<file path="src/hdl/mtne_pkg.sv">
`default_nettype none

package mtne_pkg;

    localparam logic [7:0] META_STATUS    = 8'hFF;
    localparam logic [7:0] SYSEX_START    = 8'hF0;
    localparam logic [7:0] SYSEX_ESCAPE   = 8'hF7;
    localparam logic [7:0] STATUS_BIT     = 8'h80;
    localparam logic [7:0] DATA_MASK      = 8'h7F;
    localparam logic [7:0] HIGH_NIBBLE    = 8'hF0;
    localparam logic [7:0] NOTE_OFF       = 8'h80;
    localparam logic [7:0] NOTE_ON        = 8'h90;
    localparam logic [7:0] PROGRAM_CHANGE = 8'hC0;
    localparam logic [7:0] CHANNEL_PRESS  = 8'hD0;

    typedef struct packed {
        logic [7:0]  key;
        logic [7:0]  velocity;
        logic [31:0] start_tick;
        logic [31:0] length_ticks;
    } t_note;

endpackage

`default_nettype wire

</file>
<file path="src/hdl/mtne_parser.sv">
`default_nettype none

module mtne_parser import mtne_pkg::*; #(
    parameter int TICK_BITS = 32
) (
    input  wire logic       i_clk,
    input  wire logic       i_rst_n,
    input  wire logic       i_take,
    input  wire logic [7:0] i_byte,
    input  wire logic       i_eot,
    output logic            o_emit,
    output t_note           o_note
);

    typedef enum logic [6:0] {
        PH_DELTA    = 7'b0000001,
        PH_STATUS   = 7'b0000010,
        PH_METATYPE = 7'b0000100,
        PH_LENGTH   = 7'b0001000,
        PH_SKIP     = 7'b0010000,
        PH_DATA1    = 7'b0100000,
        PH_DATA2    = 7'b1000000
    } t_phase;

    t_phase                 r_phase, n_phase;
    logic [31:0]            r_acc, n_acc;
    logic [TICK_BITS-1:0]   r_tick, n_tick;
    logic [7:0]             r_status, n_status;
    logic [31:0]            r_skip, n_skip;
    logic [7:0]             r_first, n_first;
    logic [7:0]             r_held_key, n_held_key;
    logic [7:0]             r_held_vel, n_held_vel;
    logic [TICK_BITS-1:0]   r_held_start, n_held_start;
    logic                   r_held_valid, n_held_valid;

    logic [31:0]            vlq_shift;
    logic                   vlq_done;
    logic [7:0]             kind;
    logic                   one_data;
    logic [TICK_BITS-1:0]   elapsed;

    assign vlq_shift = {r_acc[24:0], i_byte[6:0] & DATA_MASK[6:0]};
    assign vlq_done  = (i_byte & STATUS_BIT) == 8'h00;
    assign kind      = r_status & HIGH_NIBBLE;
    assign one_data  = (kind == PROGRAM_CHANGE) || (kind == CHANNEL_PRESS);
    assign elapsed   = r_tick - r_held_start;

    always_comb begin
        n_phase      = r_phase;
        n_acc        = r_acc;
        n_tick       = r_tick;
        n_status     = r_status;
        n_skip       = r_skip;
        n_first      = r_first;
        n_held_key   = r_held_key;
        n_held_vel   = r_held_vel;
        n_held_start = r_held_start;
        n_held_valid = r_held_valid;
        o_emit       = 1'b0;
        o_note.key          = r_held_key;
        o_note.velocity     = r_held_vel;
        o_note.start_tick   = 32'(r_held_start);
        o_note.length_ticks = 32'(elapsed);

        unique case (r_phase)
            PH_DELTA: begin
                n_acc = vlq_shift;
                if (vlq_done) begin
                    n_tick  = r_tick + TICK_BITS'(vlq_shift);
                    n_acc   = '0;
                    n_phase = PH_STATUS;
                end
            end
            PH_STATUS: begin
                if (i_byte == META_STATUS) begin
                    n_phase = PH_METATYPE;
                end else if (i_byte == SYSEX_START || i_byte == SYSEX_ESCAPE) begin
                    n_acc   = '0;
                    n_phase = PH_LENGTH;
                end else if ((i_byte & STATUS_BIT) != 8'h00) begin
                    n_status = i_byte;
                    n_phase  = PH_DATA1;
                end else begin
                    n_first = i_byte;
                    n_phase = one_data ? PH_DELTA : PH_DATA2;
                end
            end
            PH_METATYPE: begin
                n_acc   = '0;
                n_phase = PH_LENGTH;
            end
            PH_LENGTH: begin
                n_acc = vlq_shift;
                if (vlq_done) begin
                    n_skip  = vlq_shift;
                    n_acc   = '0;
                    n_phase = (vlq_shift != '0) ? PH_SKIP : PH_DELTA;
                end
            end
            PH_SKIP: begin
                n_skip = r_skip - 32'd1;
                if (n_skip == '0) begin
                    n_phase = PH_DELTA;
                end
            end
            PH_DATA1: begin
                n_first = i_byte;
                n_phase = one_data ? PH_DELTA : PH_DATA2;
            end
            PH_DATA2: begin
                n_phase = PH_DELTA;
                if (kind == NOTE_ON && i_byte != 8'h00) begin
                    n_held_key   = r_first;
                    n_held_vel   = i_byte;
                    n_held_start = r_tick;
                    n_held_valid = 1'b1;
                end else if ((kind == NOTE_OFF || kind == NOTE_ON) && r_held_valid) begin
                    o_emit       = i_take;
                    n_held_valid = 1'b0;
                end
            end
            default: begin
                n_phase = PH_DELTA;
            end
        endcase
    end

    always_ff @(posedge i_clk) begin
        if (!i_rst_n || (i_take && i_eot)) begin
            r_phase      <= PH_DELTA;
            r_acc        <= '0;
            r_tick       <= '0;
            r_status     <= '0;
            r_skip       <= '0;
            r_first      <= '0;
            r_held_key   <= '0;
            r_held_vel   <= '0;
            r_held_start <= '0;
            r_held_valid <= 1'b0;
        end else if (i_take) begin
            r_phase      <= n_phase;
            r_acc        <= n_acc;
            r_tick       <= n_tick;
            r_status     <= n_status;
            r_skip       <= n_skip;
            r_first      <= n_first;
            r_held_key   <= n_held_key;
            r_held_vel   <= n_held_vel;
            r_held_start <= n_held_start;
            r_held_valid <= n_held_valid;
        end
    end

    a_skip_nonzero: assert property (@(posedge i_clk) disable iff (!i_rst_n)
        r_phase == PH_SKIP |-> r_skip != '0)
        else $error("skip phase entered with nothing left to skip");

    a_emit_needs_held: assert property (@(posedge i_clk) disable iff (!i_rst_n)
        o_emit |-> r_phase == PH_DATA2 && r_held_valid)
        else $error("note emitted without a pending note");

    a_eot_clears: assert property (@(posedge i_clk) disable iff (!i_rst_n)
        i_take && i_eot |=> r_phase == PH_DELTA && !r_held_valid && r_tick == '0)
        else $error("end of track did not return the parser to reset");

endmodule

`default_nettype wire

</file>
<file path="src/hdl/midi_track_note_extractor.sv">
// Channel   Handshake                 Payload
// input     i_valid / o_stall         i_data_byte, i_end_of_track
// output    o_valid / i_stall         o_note_key, o_note_velocity, o_start_tick,
//                                     o_length_ticks
//
// One byte is taken per cycle unless the output stalls; an item passes an input
// register, the parser's state update and a result register, so a result is offered
// from the result register. The parser state loop is a single registered step per byte.
// Reset is synchronous and clears the parser, which starts by expecting a delta time.
// A stalled result holds the result register, and the input register fills behind it.
`default_nettype none

module midi_track_note_extractor import mtne_pkg::*; #(
    parameter int TICK_BITS = 32
) (
    input  wire logic        i_clk,
    input  wire logic        i_rst_n,
    input  wire logic        i_valid,
    output logic             o_stall,
    input  wire logic [7:0]  i_data_byte,
    input  wire logic        i_end_of_track,
    output logic             o_valid,
    input  wire logic        i_stall,
    output logic [7:0]       o_note_key,
    output logic [7:0]       o_note_velocity,
    output logic [31:0]      o_start_tick,
    output logic [31:0]      o_length_ticks
);

    logic       r_in_valid;
    logic [7:0] r_in_byte;
    logic       r_in_eot;
    logic       r_out_valid;
    t_note      r_out;
    logic       advance;
    logic       emit;
    t_note      note;

    assign advance = r_in_valid && (!r_out_valid || !i_stall);
    assign o_stall = r_in_valid && !advance;

    mtne_parser #(
        .TICK_BITS(TICK_BITS)
    ) u_parser (
        .i_clk  (i_clk),
        .i_rst_n(i_rst_n),
        .i_take (advance),
        .i_byte (r_in_byte),
        .i_eot  (r_in_eot),
        .o_emit (emit),
        .o_note (note)
    );

    always_ff @(posedge i_clk) begin
        if (!i_rst_n) begin
            r_in_valid <= 1'b0;
        end else if (!o_stall) begin
            r_in_valid <= i_valid;
        end
    end

    always_ff @(posedge i_clk) begin
        if (i_valid && !o_stall) begin
            r_in_byte <= i_data_byte;
            r_in_eot  <= i_end_of_track;
        end
    end

    always_ff @(posedge i_clk) begin
        if (!i_rst_n) begin
            r_out_valid <= 1'b0;
        end else if (advance) begin
            r_out_valid <= emit;
        end else if (!i_stall) begin
            r_out_valid <= 1'b0;
        end
    end

    always_ff @(posedge i_clk) begin
        if (advance && emit) begin
            r_out <= note;
        end
    end

    assign o_valid         = r_out_valid;
    assign o_note_key      = r_out.key;
    assign o_note_velocity = r_out.velocity;
    assign o_start_tick    = r_out.start_tick;
    assign o_length_ticks  = r_out.length_ticks;

    a_stall_means_full: assert property (@(posedge i_clk) disable iff (!i_rst_n)
        o_stall |-> r_in_valid && r_out_valid && i_stall)
        else $error("input stalled without a blocked result");

    a_held_item_kept: assert property (@(posedge i_clk) disable iff (!i_rst_n)
        o_stall |=> r_in_valid && $stable(r_in_byte) && $stable(r_in_eot))
        else $error("stalled input item was lost or changed");

    a_emit_lands: assert property (@(posedge i_clk) disable iff (!i_rst_n)
        advance && emit |=> r_out_valid)
        else $error("emitted note did not reach the result register");

endmodule

`default_nettype wire
</file>
<file path="config.mk">
export PLATFORM = sky130hd
export DESIGN_NAME = midi_track_note_extractor
export DESIGN_NICKNAME = d
export VERILOG_FILES = /design/src/hdl/mtne_pkg.sv /design/src/hdl/mtne_parser.sv /design/src/hdl/midi_track_note_extractor.sv
export SDC_FILE = /design/constraint.sdc
export NUM_CORES = 1
export LEC_CHECK = 0
export BUFFER_PORTS_ARGS = -buffer_cell sky130_fd_sc_hd__buf_2
export CORE_MARGIN = 10
export CORE_UTILIZATION = 66
export CTS_CLUSTER_SIZE = 24
export DETAILED_ROUTE_END_ITERATION = 6
export GPL_TIMING_DRIVEN = 0
export PLACE_DENSITY_LB_ADDON = 0.08
export SLEW_MARGIN = 20
export SYNTH_ARGS = -nofsm -noshare
export SYNTH_HDL_FRONTEND = slang
export SYNTH_SLANG_ARGS = --single-unit
</file>
<file path="constraint.sdc">
create_clock -name i_clk -period 11.3 [get_ports i_clk]
set_clock_uncertainty 0.1 [all_clocks]
set_input_delay 0.565 -clock i_clk [delete_from_list [all_inputs] [get_ports i_clk]]
set_output_delay 0.565 -clock i_clk [all_outputs]
set_load 0.01 [all_outputs]
</file>
==> results of run 1 <==
-- state kept, by name (all words and copies together) (netlist names) --
name                   cells
u_parser.r_tick           32
u_parser.r_held_key        8
u_parser.r_skip           32
o_note_velocity            8
o_start_tick              32
u_parser.r_phase           7
o_valid                    1
u_parser.r_acc            25
u_parser.r_status          4
u_parser.r_held_start     32
r_in_eot                   1
o_note_key                 8
o_length_ticks            32
r_in_byte                  8
u_parser.r_held_valid      1
r_in_valid                 1
u_parser.r_first           8
u_parser.r_held_vel        8
-- cell usage in the layout, fill, tap and decap left out, drive strengths merged, types with 11 or more instances in the layout --
master | netlist | routed
o21a | 12 | 12
xnor2 | 32 | 32
nor4 | 18 | 18
a21oi | 195 | 195
nand2 | 218 | 218
a21o | 25 | 25
o21ai | 84 | 84
nand4 | 16 | 16
clkbuf | 68 | 103
nor2 | 118 | 118
ha | 64 | 64
mux2i | 12 | 12
and3 | 12 | 12
a211oi | 18 | 18
nand3 | 81 | 81
or4 | 11 | 11
xor2 | 18 | 18
nor2b | 14 | 14
nor3 | 37 | 37
buf | 10 | 106
inv | 61 | 63
or3 | 12 | 12
dfxtp | 159 | 159
edfxtp | 89 | 89
-- worst max-delay path, cell delays in order, from the launching register on --
cell	delay (ns)
dfxtp_1	0.42
inv_1	0.07
ha_1	0.21
fa_1	0.41
nor2b_1	0.17
o31a_1	0.20
o21ai_0	0.29
o21ai_0	0.65
a31oi_1	0.31
a21oi_1	0.38
a41o_1	0.24
a21oi_1	0.08
xnor2_1	0.13
-- report_power, final --
group          switching [mW]  internal (mW)
clock network           0.375          0.532
registers              0.0147          0.933
logic                  0.0960         0.0542
total                   0.486           1.52
-- stage by stage --
step / area, sq um / hold slack, ns / setup slack, ns / power (mW)
after floorplan: 13000 / 0.308 / 7.46 / 1.06
after global placement: 13800 / 0.312 / 6.60 / 1.10
after detailed placement: 13800 / 0.318 / 7.51 / 1.11
after CTS: 14800 / 0.0757 / 7.49 / 2.00
after global routing: 14800 / 0.0780 / 7.20 / 2.05
final: 14800 / 0.0866 / 7.37 / 2.00
-- logic make-up (layout without fill, tap and decap cells) --
family	Yosys count	after routing	synth area share [%]
flops	248	248	45.0
mux	13	13	1.01
fa+ha+maj	66	66	6.47
buf+inv	140	286	4.45
xor+xnor	50	50	3.37
compound gates	404	404	18.4
simple gates	581	581	21.2
-- layout make-up --
cell class                      instances  area (sq um)  share of cell area (%)
Inverter                               61           231                    1.57
Tap cell                              265           332                    2.24
Sequential cell                       248          5860                    39.6
Multi-Input combinational cell       1114          6580                    44.6
Buffer                                 79           350                    2.37
Timing Repair Buffer                   96           503                    3.41
Clock buffer                           35           736                    4.98
Clock inverter                         15           179                    1.21
-- per-layer routing --
metal | wire length (microns) | global-route usage, %
met2 | 18000 | 47.9
met5 | 0 | 0
met4 | 1130 | 8.72
met3 | 3980 | 5.27
met1 | 15600 | 37.6
-- final timing paths --
check,startpoint,end,slack (ns),cells past startpoint
hold reg to reg,u_parser.r_held_vel[7],o_note_velocity[7],0.33,0
setup reg to reg,u_parser.r_tick[0],o_length_ticks[30],7.37,12
setup / recovery,u_parser.r_tick[0],o_length_ticks[30],7.37,12
hold / removal,i_end_of_track,r_in_eot,0.09,1
==> impl_metrics.py, run 1 <==
metrics = {
    "global_route": {
        "overflow": 0,
        "track_usage_pct": 28.8,
        "antenna_found_initial": 0,
        "grt_pass1_wl_microns": 61100,
        "grt_max_degree": 69,
        "grt_pass1_vias": 11400,
    },
    "placement": {
        "io_buffers": 94,
        "dpl.cell_count": 1863,
        "place_hpwl_microns": 27300,
        "gp_congestion": 0.981,
    },
    "finish": {
        "fin_nets": 1706,
        "antenna_cells": 0,
        "instances_no_fill": 1913,
        "final_util_pct": 76.1,
        "layout-drive-gt1-share_pct": 10.4,
        "n_fill_cell": 1431,
        "syn_to_final_growth_pct": 13.6,
    },
    "floorplanning": {
        "die_y_microns": 160,
        "coreArea_sq_um": 19400,
        "die-area_sq_um": 25700,
        "rows": 51,
        "start_util_pct": 67.0,
        "die_w_microns": 160,
        "ios": 95,
    },
    "timing": {
        "tns_ns": 0,
        "hold_violations": 0,
        "tightest_slew_ns": 1.01,
        "slew_violations": 0,
        "setup_violations": 0,
        "maxSlewHeadroom_pct": 32.7,
        "fmax_ghz": 0.254,
        "timing.final.crit_share_pct": 34.8,
        "layout_min_cycle_time_ns": 3.93,
        "rsz0062_at_grt": "false",
    },
    "yosys": {
        "ys_types": 79,
        "synth_top_area_cell": "dfxtp_1",
        "syn_area_per_cell_sq_um": 8.66,
        "yosys-top-cells-count": "nand2_1, a21oi_1, dfxtp_1",
        "yosysTopAreaCellShare_pct": 24.5,
        "ys.flop_type": "dfxtp_1",
        "synth_nets": 1581,
        "async_flop_share_pct": 0,
        "synth-edff-count": 89,
        "synthMostInstantiatedCell": "nand2_1",
        "syn_area_sq_um": 13000,
        "synth-seq-cells": 248,
        "yosysSeqAreaShare_pct": 45.0,
        "yosysWarnings": 0,
        "netlist_top_cells_area": "dfxtp_1, edfxtp_1, a21oi_1, nand2_1, ha_1",
        "synth_cells": 1502,
    },
    "route": {
        "avgViaCountPerCell": 6.38,
        "dr.pass1.iters": 6,
        "post_drt_wl_per_cell_microns": 20.3,
        "drt_iter0_drc": 1395,
        "wirelength_microns": 38800,
        "remaining_drc_errors": 0,
        "vias": 12200,
        "postRouteAntennaNets": 0,
    },
    "worst_setup_path": {
        "worstPathMaxFanout": 4,
        "crit_arrival_ns": 4.13,
        "worstSetupStartpointType": "register",
        "required_ns": 11.49,
        "crit_type": "reg2reg",
        "end_kind": "register",
    },
    "clock_tree": {
        "htreeDepth": 1,
        "clock-sinks": 248,
        "cts_hold_buf": 0,
        "cts_setup_buffers": 0,
        "cts_buffer_depth": 3,
        "cts_tree": "built",
        "cts_resized": 0,
        "path_clk_slew_ns": 0.07,
        "clock_latency_ns": 0.55,
        "root_buffer": "clkbuf_16",
        "numCtsBuffers": 27,
    },
    "job": {
        "maxCapViolCount": 0,
    },
    "outcome": {
        "outcome": "complete, no violations",
    },
    "worst_hold_path": {
        "hp-class": "in2reg",
    },
    "power_and_ir_drop": {
        "cellLeakagePower_nw": 5.68,
        "ir_drop_uv": 123,
        "powerDensity_nw_per_um2": 136,
    },
}
Power figures use the tool's default switching activity.
==> inputs of run 2 (changes only) <==
--- a/config.mk
+++ b/config.mk
@@ -7,7 +7,7 @@
 export LEC_CHECK = 0
 export BUFFER_PORTS_ARGS = -buffer_cell sky130_fd_sc_hd__buf_2
 export CORE_MARGIN = 10
-export CORE_UTILIZATION = 66
+export CORE_UTILIZATION = 61
 export CTS_CLUSTER_SIZE = 24
 export DETAILED_ROUTE_END_ITERATION = 6
 export GPL_TIMING_DRIVEN = 0
==> constraint.sdc (replaced) <==
create_clock -name i_clk -period 4 [get_ports i_clk]
set_clock_uncertainty 0.1 [all_clocks]
set_input_delay 0.2 -clock i_clk [delete_from_list [all_inputs] [get_ports i_clk]]
set_output_delay 0.2 -clock i_clk [all_outputs]
set_load 0.01 [all_outputs]
==> impl_metrics.py, run 2 (same netlist as run 1, synthesis figures left out) <==
metrics = {
    "outcome": {
        "outcome": "complete, no violations",
    },
    "timing": {
        "whs_ns": 0.229,
        "setup_ws_ns": 0.161,
        "timing.final.crit_share_pct": 96.0,
        "slew_violations": 0,
        "layout_min_cycle_time_ns": 3.84,
        "fmax_ghz": 0.260,
        "rsz0062_at_grt": "false",
        "hold_violations": 0,
        "tightest_slew_ns": 0.986,
        "setup_violations": 0,
        "maxSlewHeadroom_pct": 33.8,
    },
    "job": {
        "maxCapViolCount": 0,
    },
    "worst_setup_path": {
        "r2r_slack_ns": 0.16,
        "slowest_stage": "edfxtp_1",
        "worstPathMaxFanout": 7,
        "crit_top_cell": "a211oi_1",
        "crit_type": "reg2reg",
        "required_ns": 4.33,
        "slowest_delay_ns": 0.60,
        "crit_chain": "ha_1, a211oi_1, o21ai_0, a2111oi_0, nor3_1, a21oi_1, o21a_1, o31ai_1, xnor2_1, a211oi_1",
        "end_kind": "register",
        "crit_arrival_ns": 4.17,
        "worstSetupStartpointType": "register",
    },
    "route": {
        "wirelength_microns": 37900,
        "avgViaCountPerCell": 6.14,
        "remaining_drc_errors": 0,
        "post_drt_wl_per_cell_microns": 19.6,
        "drt_iter0_drc": 1266,
        "dr.pass1.iters": 5,
        "vias": 11900,
        "postRouteAntennaNets": 0,
    },
    "global_route": {
        "overflow": 0,
        "antenna_found_initial": 0,
        "grt_max_degree": 66,
        "grt_pass1_vias": 11100,
        "grt_pass1_wl_microns": 60300,
        "track_usage_pct": 26.2,
    },
    "floorplanning": {
        "die_w_microns": 166,
        "start_util_pct": 61.9,
        "die-area_sq_um": 27600,
        "die_y_microns": 166,
        "coreArea_sq_um": 21000,
        "ios": 95,
        "rows": 53,
    },
    "finish": {
        "layout.cells.most_common": "nand2_1",
        "antenna_cells": 0,
        "n_fill_cell": 1696,
        "layout-drive-gt1-share_pct": 10.4,
        "layout_common_cells": "nand2_1, a21oi_1, dfxtp_1, nor2_1, buf_2",
        "syn_to_final_growth_pct": 14.6,
        "fin_nets": 1718,
    },
    "clock_tree": {
        "clock_latency_ns": 0.54,
        "numCtsBuffers": 27,
        "path_clk_slew_ns": 0.06,
        "cts_tree": "built",
        "root_buffer": "clkbuf_16",
        "htreeDepth": 1,
        "clock-sinks": 248,
        "cts_buffer_depth": 3,
    },
    "placement": {
        "dp_slack_ns": 0.218,
        "place_hpwl_microns": 27100,
        "gp_congestion": 0.973,
        "io_buffers": 94,
    },
    "power_and_ir_drop": {
        "cellLeakagePower_nw": 5.74,
        "ir_drop_uv": 439,
        "powerDensity_nw_per_um2": 375,
    },
    "worst_hold_path": {
        "hp-class": "in2reg",
    },
}
==> run 2: cell type report <==
cell class | instances | area, sq um | share of cell area (%)
Sequential cell | 248 | 5860 | 39.3
Buffer | 78 | 347 | 2.33
Multi-Input combinational cell | 1114 | 6590 | 44.2
Timing Repair Buffer | 109 | 648 | 4.35
Clock inverter | 15 | 163 | 1.09
Tap cell | 275 | 344 | 2.31
Inverter | 61 | 231 | 1.55
Clock buffer | 34 | 722 | 4.85
==> run 2: metrics by stage <==
stage,setup TNS (ns),power (mW),instances,cell area (sq um),util (%)
2_1_floorplan,0,3.00,1502,13000,-
3_3_place_gp,-55.08,3.12,1871,13800,65.7
3_5_place_dp,0,3.13,1872,13900,65.9
4_1_cts,0,5.60,1934,14900,70.7
5_1_grt,0,5.76,1934,14900,70.9
6_report,0,5.59,1934,14900,70.9
==> run 2: report_power, final <==
part / leakage (nW) / internal (mW) / switching (mW)
Combinational: 3.15 / 0.163 / 0.268
Clock: 0.425 / 1.47 / 1.02
Sequential: 2.17 / 2.63 / 0.0399
==> run 2: metal layers <==
layer  up-vias  routed length (microns)  share of wire, %  GRT usage, %
met5         -                        0                 0             0
li1       5681                        -                 -             -
met4         0                     1240               3.3          8.71
met2       521                    17100                45          41.5
met1      5573                    16200                43          35.8
met3        95                     3430               9.0          4.31
==> run 2: critical path, delay by kind of cell (launching register included) <==
| family | cells | cell delay (ns) |
|---|---|---|
| XOR/XNOR | 1 | 0.13 |
| adder cells (fa/ha/maj) | 1 | 0.39 |
| AO/OA/AOI/OAI | 7 | 2.24 |
| flip-flops | 1 | 0.60 |
| AND/OR/NAND/NOR | 1 | 0.25 |
==> run 2: path summary, 6_finish.rpt <==
check	from	to	cells after the start
setup reg to reg	r_in_byte[1]	u_parser.r_tick[25]	10
setup / recovery	r_in_byte[1]	u_parser.r_tick[25]	10
hold / removal	i_stall	u_parser.r_status[4]	6
hold reg to reg	u_parser.r_held_vel[2]	o_note_velocity[2]	0
==> run 2: what timing repair did <==
action / in CTS / in global routing
endpoints found under the setup margin: 0 / 9
hold endpoints to repair: 11 / 0
resized for setup: 0 / 2
setup buffers: 0 / 1
hold buffers: 13 / 0
==> inputs of run 3 (changes only) <==
==> constraint.sdc (replaced) <==
create_clock -name i_clk -period 3.92 [get_ports i_clk]
set_clock_uncertainty 0.1 [all_clocks]
set_input_delay 0.196 -clock i_clk [delete_from_list [all_inputs] [get_ports i_clk]]
set_output_delay 0.196 -clock i_clk [all_outputs]
set_load 0.01 [all_outputs]
==> impl_metrics.py, run 3 (same netlist as run 1, synthesis figures left out) <==
metrics = {
    "timing": {
        "tightest_slew_ns": 0.999,
        "setup_violations": 0,
        "layout_min_cycle_time_ns": 3.76,
        "maxSlewHeadroom_pct": 32.9,
        "timing.final.crit_share_pct": 95.8,
        "whs_ns": 0.222,
        "setup_ws_ns": 0.163,
        "slew_violations": 0,
        "rsz0062_at_grt": "false",
        "hold_violations": 0,
        "fmax_ghz": 0.266,
    },
    "placement": {
        "dpl.cell_count": 1872,
        "place_hpwl_microns": 27100,
        "io_buffers": 94,
        "dp_slack_ns": 0.138,
        "gp_congestion": 0.973,
    },
    "power_and_ir_drop": {
        "cellLeakagePower_nw": 5.75,
        "ir_drop_uv": 448,
        "powerDensity_nw_per_um2": 383,
    },
    "outcome": {
        "outcome": "complete, no violations",
    },
    "worst_hold_path": {
        "hp-class": "in2reg",
        "hold-path-cell-count": 6,
        "min-delay-start": "i_stall",
        "worstHoldEndpoint": "u_parser.r_status[4]",
    },
    "finish": {
        "layout_common_cells": "nand2_1, a21oi_1, dfxtp_1, nor2_1, buf_2",
        "fin_nets": 1718,
        "antenna_cells": 0,
        "layout-drive-gt1-share_pct": 10.5,
        "layout.cells.most_common": "nand2_1",
        "n_fill_cell": 1696,
        "syn_to_final_growth_pct": 14.6,
        "instances_no_fill": 1934,
    },
    "route": {
        "top_layer_used": "met4",
        "vias": 11900,
        "postRouteAntennaNets": 0,
        "post_drt_wl_per_cell_microns": 19.7,
        "avgViaCountPerCell": 6.15,
        "met2_wirelength_microns": 17100,
        "route.met3.wl_microns": 3690,
        "drt_iter0_drc": 1155,
        "wirelength_microns": 38000,
        "m1WireLength_microns": 16000,
        "dr.pass1.iters": 7,
        "remaining_drc_errors": 0,
    },
    "worst_setup_path": {
        "worstSetupStartpointType": "register",
        "crit_buf_inv": 1,
        "path_delay_family": "compound AO/OA/AOI/OAI gates",
        "r2r_slack_ns": 0.16,
        "reg2reg_depth": 11,
        "crit_chain": "inv_1, ha_1, nor2b_1, o31a_1, o21ai_0, o21ai_1, a31oi_2, o311ai_1, a31o_2, a21oi_1, xnor2_1",
        "end_kind": "register",
        "crit_arrival_ns": 3.92,
        "required_ns": 4.08,
        "worstPathMaxFanout": 5,
        "r2r_start": "u_parser.r_held_start[1]",
        "slowest_delay_ns": 0.52,
        "slowest_stage": "o21ai_0",
        "reg2reg_to": "o_length_ticks[31]",
        "crit_type": "reg2reg",
    },
    "floorplanning": {
        "coreArea_sq_um": 21000,
        "rows": 53,
        "die_y_microns": 166,
        "die-area_sq_um": 27600,
        "die_w_microns": 166,
        "start_util_pct": 61.9,
        "ios": 95,
    },
    "global_route": {
        "grt_pass1_wl_microns": 60300,
        "track_usage_pct": 26.2,
        "antenna_found_initial": 0,
        "grt_pass1_vias": 11100,
        "overflow": 0,
        "grt_max_degree": 66,
    },
    "clock_tree": {
        "cts_buffer_depth": 3,
        "root_buffer": "clkbuf_16",
        "htreeDepth": 1,
        "path_clk_slew_ns": 0.06,
        "clock-sinks": 248,
        "numCtsBuffers": 27,
        "cts_tree": "built",
        "clock_latency_ns": 0.54,
    },
    "job": {
        "maxCapViolCount": 0,
    },
}
run 3: changes by cell type in the layout (fill, tap and decap cells not counted):
| cell | previous run | this run |
|---|---|---|
| clkbuf_2 | 0 | 1 |
| a21oi_1 | 194 | 193 |
| o21ai_1 | 2 | 3 |
| o21ai_0 | 82 | 81 |
| clkbuf_1 | 72 | 71 |
| a21oi_2 | 1 | 2 |
run 3: how the worst max path moves through the flow:
stage               cells past startpoint                  end  slack [ns]                startpoint
finish                                 11   o_length_ticks[31]        0.16  u_parser.r_held_start[1]
global route                           13  u_parser.r_phase[5]        0.01        u_parser.r_skip[0]
CTS                                    11   o_length_ticks[31]        0.07  u_parser.r_held_start[1]
detailed placement                     13  u_parser.r_phase[0]        0.14        u_parser.r_skip[0]
global placement                        6     o_start_tick[13]       -0.78              r_in_byte[1]
floorplan                               6    o_length_ticks[0]        0.08              r_in_byte[0]
run 3: stage by stage:
stage / cell area, sq um / utilization, % / power, mW / TNS (ns)
6_report: 14900 / 70.9 / 5.71 / 0
3_3_place_gp: 13800 / 65.7 / 3.19 / -61.48
4_1_cts: 14900 / 70.7 / 5.71 / 0
3_5_place_dp: 13900 / 65.9 / 3.19 / 0
5_1_grt: 14900 / 70.9 / 5.88 / 0
2_1_floorplan: 13000 / - / 3.06 / 0
run 3: power by group:
part	total, mW	leakage (nW)	switching, mW	internal, mW
sequential	2.73	2.17	0.0410	2.69
clock	2.54	0.425	1.04	1.50
combinational	0.441	3.15	0.275	0.166
run 3: area by class of cell:
type | instances | area [sq um] | area share, %
Inverter | 61 | 231 | 1.55
Timing Repair Buffer | 109 | 648 | 4.35
Clock buffer | 34 | 722 | 4.84
Buffer | 78 | 348 | 2.33
Clock inverter | 15 | 163 | 1.09
Multi-Input combinational cell | 1114 | 6590 | 44.2
Sequential cell | 248 | 5860 | 39.3
Tap cell | 275 | 344 | 2.31
run 3: repair_timing:
item                                    in CTS  in global routing
resized for setup                            0                  6
hold buffers                                13                  0
setup buffers                                0                  1
hold endpoints to repair                    11                  0
endpoints found under the setup margin       0                 21
run 3: worst min-delay path, stage by stage:
cell	delay [ns]
buf_2	0.09
nand2_1	0.08
and2_1	0.18
buf_6	0.14
nand3_1	0.08
a21oi_1	0.05
run 3: per-layer routing:
metal	track usage, %	up-vias
li1	-	5678
met1	35.8	5557
met2	41.5	561
met3	4.31	101
met4	8.71	0
met5	0	-
